`src/design/bmn_sqrt_cell.sv`:
```
// One bit of a restoring integer square root.
module bmn_sqrt_cell (
    input  logic        aclk,
    input  logic        en,
    input  logic [59:0] v_in,
    input  logic [31:0] rem_in,
    input  logic [29:0] root_in,
    output logic [59:0] v_out,
    output logic [31:0] rem_out,
    output logic [29:0] root_out
);
    logic [33:0] rem2;
    logic [33:0] trial;
    logic        ge;
    logic [59:0] v_reg;
    logic [31:0] rem_reg;
    logic [29:0] root_reg;
    logic [31:0] rem_next;
    logic [29:0] root_next;

    assign rem2      = {rem_in, v_in[59:58]};
    assign trial     = {2'b00, root_in, 2'b01};
    assign ge        = (rem2 >= trial);
    assign rem_next  = ge ? 32'(rem2 - trial) : 32'(rem2);
    assign root_next = {root_in[28:0], ge};

    always_ff @(posedge aclk) begin
        if (en) begin
            v_reg    <= {v_in[57:0], 2'b00};
            rem_reg  <= rem_next;
            root_reg <= root_next;
        end
    end

    assign v_out    = v_reg;
    assign rem_out  = rem_reg;
    assign root_out = root_reg;
endmodule

```
`config.mk`:
```
export PLATFORM = sky130hd
export DESIGN_NAME = bmn_sqrt_cell
export DESIGN_NICKNAME = d
export VERILOG_FILES = /design/src/design/bmn_sqrt_cell.sv
export SDC_FILE = /design/constraint.sdc
export NUM_CORES = 1
export LEC_CHECK = 0
export BUFFER_PORTS_ARGS = -buffer_cell sky130_fd_sc_hd__buf_4
export CAP_MARGIN = 20
export CORE_MARGIN = 3
export CORE_UTILIZATION = 45
export CTS_CLUSTER_DIAMETER = 100
export DETAILED_ROUTE_END_ITERATION = 12
export PLACE_DENSITY = 0.76
export REMOVE_ABC_BUFFERS = 1
export SLEW_MARGIN = 20
export SYNTH_ARGS = -nofsm -noshare
export SYNTH_HDL_FRONTEND = slang
export SYNTH_SLANG_ARGS = --single-unit
```
`constraint.sdc`:
```
create_clock -name aclk -period 3.02 [get_ports aclk]
set_clock_uncertainty 0.2 [all_clocks]
set_input_delay 0.302 -clock aclk [delete_from_list [all_inputs] [get_ports aclk]]
set_output_delay 0.302 -clock aclk [all_outputs]
set_load 0.03 [all_outputs]
```
==> metrics.md <==
| Metric | Value |
|---|---|
| Setup TNS | -1946 ps |
| Max-cap violations | 0 |
| Comb power frac | 0.298 |
| RSZ-0062 raised after global routing | yes |
| Final Setup Violations | 30 |
| Switch share | 0.3162 |
| Starting Density | 0.4666 |
| Clk pwr share | 0.333 |
| DP Wirelength | 12,580 um |
| Crit path arrival time | 3140 ps |
| Worst setup margin | -150.4 ps |
| Vias in the first global route | 5,383 |
| Leakage | 4.443 nW |
| Slowest-stage cell, CP | dlygate4sd3_1 |
| Cells after Synth | 437 |
| Final RePlAce weighted congestion | 0.8566 |
| CTS tree | built |
| Power after layout | 0.005761 W |
| PortBufs | 243 |
| Antenna diodes | 0 |
| I/O Pins | 246 |
| Vias per Instance | 5.556 |
| Critical path class | in -> reg |
| Setup crit start kind | primary input |
| Metal2 WL | 12,040 um |
| Critical path endpoint category | flop |
| Nets@finish | 982 |
| Final wirelength | 23,780 um |
| Die area | 14,660 um2 |
| PwrDens | 570.5 nW/um2 |
| Number of synthesized register bits | 120 |
| Status | finished, violations left |
| CP Cell Sequence | dlygate4sd3_1, buf_4, inv_1, ha_4, inv_1, nor3_1, nand3_1, buf_4, nand2_1, a21o_1, o21ai_0, xnor2_1, mux2_4 |
| Worst EP required | 2990 ps |
| Number of H-tree levels | 4 |
| Sw power | 0.001822 W |
| Ys async rst share | 0 |
| CP Max Fanout | 6 |
| Fmax | 315.4 MHz |
| Synth Flop Type | edfxtp_1 |
| Met1 WL | 8147 um |
| Fill cell count | 659 |
| Final hold violation count | 0 |
| Pin count of the biggest net entering global routing | 68 |
| Gr usage total | 0.2788 |
| Synthesized cell area | 5961 um2 |
| Int Pwr | 0.003939 W |
| Netlist cell types | 54 |
| Die H | 121.1 um |
| Worst vdd ir | 519.7 uV |
| Placeable Area | 12,770 um2 |
| Initial antenna violation count | 0 |
| Clk Tree Root Cell | clkbuf_16 |
| DRT Pass-1 Iters | 7 |
| Failing checks | setup timing |
| Routed WL per cell | 23.52 um |
| DRC Markers | 0 |
| Layout cells sized above 1 | 0.4374 |
| Global route overflow | 0 |
| Final Max Slew Viols | 0 |
| Post-synth EDFFs | 120 |
| Die width | 121.1 um |
| Met3 WL | 2447 um |
| Antenna Nets Post-Route | 0 |
| Synth warn | 0 |
| Tmin final | 3170 ps |
| Crit-path max cell delay | 530 ps |
| Clock transition at path regs | 60 ps |
| 1st-iter DRT viols | 603 |
| First-pass GRT wire length | 30,460 um |
| Clock buffer depth | 2 |
| Sequential area share after synthesis | 0.6045 |
| Pre-CTS setup slack | -15.64 ps |
| Avg Synthesized Cell Area | 13.64 um2 |
| Clock Sinks | 120 |
| Tcrit/Tclk final | 1.050 |
| TritonCTS buffer count | 17 |
| P&R area growth vs syn | 69.40% |
| Worst hold path class | in -> reg |
| DR top layer | met4 |
| Commonest non-fill, non-tap cell in the layout | buf_4 |
| Most frequent cells in the layout | 263 x buf_4, 120 x edfxtp_1, 111 x dlygate4sd3_1, 41 x inv_1, 29 x a21oi_1 |
| Std-Cell Rows | 41 |
| Via Count | 5,617 |
| Sequential power share | 0.368 |
[cell families after synthesis]
family	after synthesis	synth area share
multiplexers	31	0.07368
AND/OR/NAND/NOR	68	0.05836
flip-flops	120	0.6045
AO/OA/AOI/OAI	100	0.1125
buffers and inverters	56	0.04051
XOR/XNOR	29	0.04261
adder cells (fa/ha/maj)	32	0.06717
other	1	0.0006291
[registers in the layout, summed over array words and instances, names as in the netlist]
register,count
root_out,30
v_out,58
rem_out,32
[final timing paths]
path,from,to,slack [ps],cells past startpoint
worst max-delay path,root_in[7],rem_out[21],-150,13
worst min-delay path,rem_in[29],rem_out[31],20,2
[synthesized netlist by cell type (all sizes together) (2+ instances only)]
library cell,n,area share
a211oi,3,0.0059
a21o,7,0.0088
a21oi,38,0.034
a31oi,2,0.0021
a41oi,2,0.0029
and3,5,0.0052
buf,6,0.0090
clkbuf,7,0.0044
edfxtp,120,0.60
ha,32,0.067
inv,43,0.027
mux2,28,0.069
mux2i,3,0.0050
nand2,20,0.013
nand2b,4,0.0042
nand3,4,0.0034
nand4,6,0.0063
nor2,7,0.0044
nor2b,3,0.0031
nor3,9,0.0076
nor3b,2,0.0025
nor4,2,0.0021
o211ai,6,0.0076
o21a,7,0.0088
o21ai,18,0.016
o21bai,3,0.0038
o31ai,3,0.0038
or2,2,0.0021
xnor2,19,0.028
xor2,10,0.015
[power by group through the flow]
stage / sequential (W) / combinational (W) / clock, W
finish: 0.00212 / 0.00172 / 0.00192
global route: 0.00213 / 0.00178 / 0.00199
floorplan: 0.00248 / 0.000488 / 0
detailed placement: 0.00213 / 0.00141 / 0
CTS: 0.00210 / 0.00154 / 0.00187
global placement: 0.00213 / 0.00139 / 0
[timing repair]
action / 4_1_cts / 5_1_grt
buffers inserted: 0 / 5
hold buffers: 113 / 0
endpoints found under the setup margin: 0 / 28
resized for setup: 0 / 55
endpoints found under the hold margin: 113 / 0
[area by class of cell]
cell class / count / area (um2) / area share
Multi-Input combinational cell: 262 / 2371 / 0.2348
Sequential cell: 120 / 3603 / 0.3569
Clock inverter: 14 / 107.6 / 0.01066
Clock buffer: 18 / 429.2 / 0.04250
Tap cell: 172 / 215.2 / 0.02131
Inverter: 43 / 161.4 / 0.01599
Timing Repair Buffer: 382 / 3209 / 0.3178
[layer usage]
metal / vias up / global-route usage
met3: 107 / 0.09930
met2: 457 / 0.4932
met5: - / 0
li1: 2411 / -
met1: 2642 / 0.3139
met4: 0 / 0.08711
[per-stage QoR]
step	hold slack, ps	util	cells	instance area (um2)
after floorplan	200.9	-	425	5884
after global placement	281.0	0.6335	859	8092
after detailed placement	281.6	0.6335	859	8092
after CTS	1.174	0.7640	1004	9759
after global routing	19.96	0.7905	1011	10100
final	22.45	0.7905	1011	10100
[critical path: cells and delay by family]
family | cells | cell delay [ps]
adder cells (fa/ha/maj) | 1 | 300
buffers and inverters | 5 | 1020
multiplexers | 1 | 280
XOR/XNOR | 1 | 190
AND/OR/NAND/NOR | 3 | 640
AO/OA/AOI/OAI | 2 | 410
Power figures use the tool's default switching activity.
