$ cat src/design/bmn_log_cell.sv
// One squaring step of the fractional base-2 logarithm.
module bmn_log_cell (
    input  logic        aclk,
    input  logic        en,
    input  logic [30:0] m_in,
    input  logic [29:0] f_in,
    output logic [30:0] m_out,
    output logic [29:0] f_out
);
    logic [61:0] sq;
    logic [31:0] t;
    logic [30:0] m_next;
    logic [29:0] f_next;
    logic [30:0] m_reg;
    logic [29:0] f_reg;

    // Squaring the mantissa doubles the log; an overflow past two gives a one bit.
    assign sq     = 62'(m_in) * 62'(m_in);
    assign t      = sq[61:30];
    assign m_next = t[31] ? t[31:1] : t[30:0];
    assign f_next = {f_in[28:0], t[31]};

    always_ff @(posedge aclk) begin
        if (en) begin
            m_reg <= m_next;
            f_reg <= f_next;
        end
    end

    assign m_out = m_reg;
    assign f_out = f_reg;
endmodule

$ cat config.mk
export PLATFORM = sky130hd
export DESIGN_NAME = bmn_log_cell
export DESIGN_NICKNAME = d
export VERILOG_FILES = /design/src/design/bmn_log_cell.sv
export SDC_FILE = /design/constraint.sdc
export NUM_CORES = 2
export LEC_CHECK = 0
export ABC_CLOCK_PERIOD_IN_PS = 9450
export BUFFER_PORTS_ARGS = -buffer_cell sky130_fd_sc_hd__buf_2
export CAP_MARGIN = 30
export CORE_AREA = 8 8 241 243
export DETAILED_ROUTE_END_ITERATION = 8
export DIE_AREA = 0 0 249 251
export HOLD_SLACK_MARGIN = 0.06
export PLACE_DENSITY = 0.79
export REMOVE_ABC_BUFFERS = 1
export SLEW_MARGIN = 5
export SYNTH_ARGS = -nofsm -noshare
export SYNTH_HDL_FRONTEND = slang
export SYNTH_SLANG_ARGS = --single-unit
export TNS_END_PERCENT = 20
$ cat constraint.sdc
create_clock -name aclk -period 9.45 [get_ports aclk]
set_input_delay 0.4725 -clock aclk [delete_from_list [all_inputs] [get_ports aclk]]
set_output_delay 0.4725 -clock aclk [all_outputs]
set_load 0.02 [all_outputs]
==> impl_summary.log <==
[metrics] outcome: finished, final reports clean
[metrics] Initial Utilization: 0.542
[metrics] setup total negative slack: 0 ns
[metrics] leading cell types in the layout, fill and taps excluded: sky130_fd_sc_hd__inv_1 (911), sky130_fd_sc_hd__fa_1 (747), sky130_fd_sc_hd__nand2_1 (292)
[metrics] setup repair after global routing missed its margin: no
[metrics] number of buffers inserted for hold repair after clock tree synthesis: 0
[metrics] routed wirelength normalized by instance count: 18.3 um
[metrics] WHS: 0.320 ns
[metrics] Avg Vias per Cell: 5.31
[metrics] endpoint arrival time on the critical path: 8.45 ns
[metrics] number of flip-flops and latches in the synthesized netlist: 61
[metrics] crit path time final: 8.39 ns
[metrics] total global-route track usage: 0.230
[metrics] number of cells produced by synthesis: 3017
[metrics] CTS H-tree depth: 3
[metrics] wire length of the first global-routing pass: 116 mm
[metrics] synthesis warning total: 0
[metrics] Post-Synthesis Mean Instance Area: 9.76 um^2
[metrics] 1st-pass router iterations: 6
[metrics] max-cap violations: 0
[metrics] detailed-route wire length: 69.1 mm
[metrics] total placed cells including tap cells: 3771
[metrics] post-synthesis cell type count: 65
[metrics] clock tree buffer depth: 2
[metrics] count of boundary I/O pins: 124
[metrics] largest fanout on the critical path: 24
[metrics] Initial DRC Count: 1132
[metrics] number of fill cells: 4538
[metrics] number of setup violations in the final report: 0
[metrics] CTS Sinks: 61
[metrics] Setup Fix Bufs, Post-CTS: 0
[metrics] final layout net count: 4158
[metrics] # DRC: 0
[metrics] fraction of final layout cells sized beyond drive strength 1: 0.0772
[metrics] category of the worst setup path launch point: input pin
[metrics] number of clock buffers inserted by TritonCTS: 9
[metrics] height of the die: 251 um
[metrics] core occupancy in the finished layout: 0.572
[metrics] Antenna Violating Nets Remaining: 0
[metrics] final RePlAce weighted congestion: 0.926
[metrics] most common library cell in the layout ignoring fill and taps: sky130_fd_sc_hd__inv_1
[metrics] area overhead of the layout relative to synthesis: 5.55%
[metrics] number of antenna violations at the first check in global routing: 0
[metrics] Setup Crit Path Kind: in -> reg
[metrics] Worst Setup End Kind: flip-flop
[metrics] hold_sp: f_in[9]
[metrics] Die Width: 249 um
[metrics] Worst EP required: 9.51 ns
[metrics] Root Buffer Master: sky130_fd_sc_hd__clkbuf_16
[metrics] Final HPWL DP: 59.5 mm
[metrics] number of diodes added for antenna fixing: 0
[metrics] largest net degree at the start of global routing: 62
[metrics] area enclosed by the die boundary: 0.0625 mm^2
[metrics] number of global-route vias before repair: 22596
[metrics] capture endpoint of the worst hold path: f_out[10]$_DFFE_PP_
[metrics] filler-free cell count of the finished design: 3787
[metrics] count of endpoints failing hold in the final timing report: 0
[metrics] TritonCTS clock tree: yes
[metrics] transition time at the pin with the least slew margin: 0.833 ns
[metrics] count of vias placed by the detailed router: 20096
[metrics] Core Area: 0.0543 mm^2
[metrics] worst hold path stage count: 1
[metrics] sequential fraction of the synthesis area: 0.0622
[metrics] Clock Pin Slew Worst Setup and Hold Paths: 0.05 ns
[metrics] final global-route overflow total: 0
[metrics] Max transition margin: 0.444
[metrics] final max-slew violation count: 0
[metrics] FP Rows: 86
[metrics] cell area after technology mapping: 0.0294 mm^2
[metrics] Worst Hold Class: in -> reg
[metrics] fraction of the cycle the final worst path needs: 0.887
[metrics] max frequency: 119 MHz
[metrics] number of buffer cells added on primary ports: 122
[metrics] post_cts resized: 0
[how the worst max path moves through the flow]
stage	from	end	slack (ns)	cells past startpoint
3_3_place_gp	m_in[21]	m_out[27]$_DFFE_PP_	0.64	23
5_1_grt	m_in[6]	m_out[29]$_DFFE_PP_	0.76	24
6_report	m_in[6]	m_out[29]$_DFFE_PP_	1.06	24
3_5_place_dp	m_in[20]	m_out[25]$_DFFE_PP_	0.56	23
2_1_floorplan	m_in[15]	m_out[0]$_DFFE_PP_	1.76	24
4_1_cts	m_in[20]	m_out[27]$_DFFE_PP_	0.85	23
[metal layers]
metal | vias to the layer above | share of wire | GRT usage | wire length (um)
li1 | 8927 | - | - | -
met1 | 10399 | 0.39 | 0.289 | 27200
met2 | 646 | 0.52 | 0.415 | 35700
met3 | 124 | 0.063 | 0.0335 | 4370
met4 | 0 | 0.026 | 0.0622 | 1830
met5 | - | 0 | 0 | 0
[cells in the mapped netlist (all sizes together)]
library cell | instances | area (um^2)
a211oi | 2 | 15.0
a211o | 1 | 8.76
a2111oi | 2 | 36.3
a31oi | 13 | 81.3
nand2 | 292 | 1100
ha | 269 | 3370
and2 | 192 | 1200
a21o | 26 | 195
o21ai | 54 | 293
nand4 | 15 | 93.8
a221oi | 4 | 65.1
nor4 | 3 | 25.0
nor2b | 11 | 68.8
buf | 14 | 113
a21oi | 70 | 373
a311oi | 3 | 38.8
o211ai | 1 | 7.51
or2 | 4 | 25.0
clkinv | 1 | 3.75
edfxtp | 61 | 1830
a41oi | 4 | 35.0
o31ai | 4 | 40.0
fa | 747 | 15000
a31o | 6 | 52.6
nand2b | 6 | 37.5
inv | 911 | 3420
a21boi | 2 | 15.0
and3 | 10 | 72.6
a41o | 2 | 20.0
nor3 | 8 | 45.0
xnor2 | 33 | 308
and4 | 5 | 46.3
o2111ai | 2 | 17.5
mux2 | 27 | 390
a32o | 1 | 10.0
xor2 | 28 | 245
o21a | 3 | 22.5
nor2 | 57 | 226
o21bai | 3 | 22.5
nand3 | 14 | 75.1
nand4b | 1 | 8.76
clkbuf | 98 | 368
nand3b | 1 | 7.51
mux2i | 6 | 60.1
[logic make-up (layout without fill, tap and decap cells)]
group                    count (synthesis)  count (layout)  synth area share
multiplexers                            33              33            0.0153
buffers and inverters                 1024            1090             0.133
adder cells (fa/ha/maj)               1016            1016             0.622
flip-flops                              61              61            0.0622
AO/OA/AOI/OAI                          203             203            0.0458
AND/OR/NAND/NOR                        619             619             0.103
XOR/XNOR                                61              61            0.0188
[sequential cells by signal (all words and copies together), names as in the netlist]
register  cells
f_out        30
m_out        31
[layout make-up]
class,count,area [um^2],area share
tap,704,881,0.0284
sequential,61,1830,0.0590
multi-input combinational,1932,23700,0.763
timing repair buffer,163,951,0.0306
inverter,912,3420,0.110
clock inverter,5,52.6,0.00169
clock buffer,10,229,0.00737
[critical path: stages]
cell	delay, ns
sky130_fd_sc_hd__buf_2	0.54
sky130_fd_sc_hd__inv_1	0.37
sky130_fd_sc_hd__nor2_1	0.35
sky130_fd_sc_hd__fa_1	0.47
sky130_fd_sc_hd__fa_1	0.50
sky130_fd_sc_hd__fa_1	0.52
sky130_fd_sc_hd__inv_1	0.06
sky130_fd_sc_hd__fa_1	0.47
sky130_fd_sc_hd__inv_1	0.06
sky130_fd_sc_hd__fa_1	0.51
sky130_fd_sc_hd__fa_1	0.58
sky130_fd_sc_hd__fa_1	0.43
sky130_fd_sc_hd__fa_1	0.46
sky130_fd_sc_hd__ha_1	0.42
sky130_fd_sc_hd__nand2_1	0.11
sky130_fd_sc_hd__nor4_2	0.41
sky130_fd_sc_hd__nand2_1	0.12
sky130_fd_sc_hd__o31ai_2	0.39
sky130_fd_sc_hd__o21ai_2	0.14
sky130_fd_sc_hd__a21oi_2	0.28
sky130_fd_sc_hd__a41o_1	0.29
sky130_fd_sc_hd__a221oi_2	0.08
sky130_fd_sc_hd__xor2_1	0.28
sky130_fd_sc_hd__mux2i_1	0.12
[through the flow]
| step | area (um^2) | worst slack [ns] |
|---|---|---|
| 6_report | 31100 | 1.06 |
| 5_1_grt | 31100 | 0.762 |
| 4_1_cts | 31000 | 0.846 |
| 3_5_place_dp | 30800 | 0.556 |
| 3_3_place_gp | 30800 | 0.637 |
| 2_1_floorplan | 29000 | 1.76 |
Power is left out: the tool's default activity adds up to more than one toggle a clock period on the data nets, which glitch-free logic cannot reach.
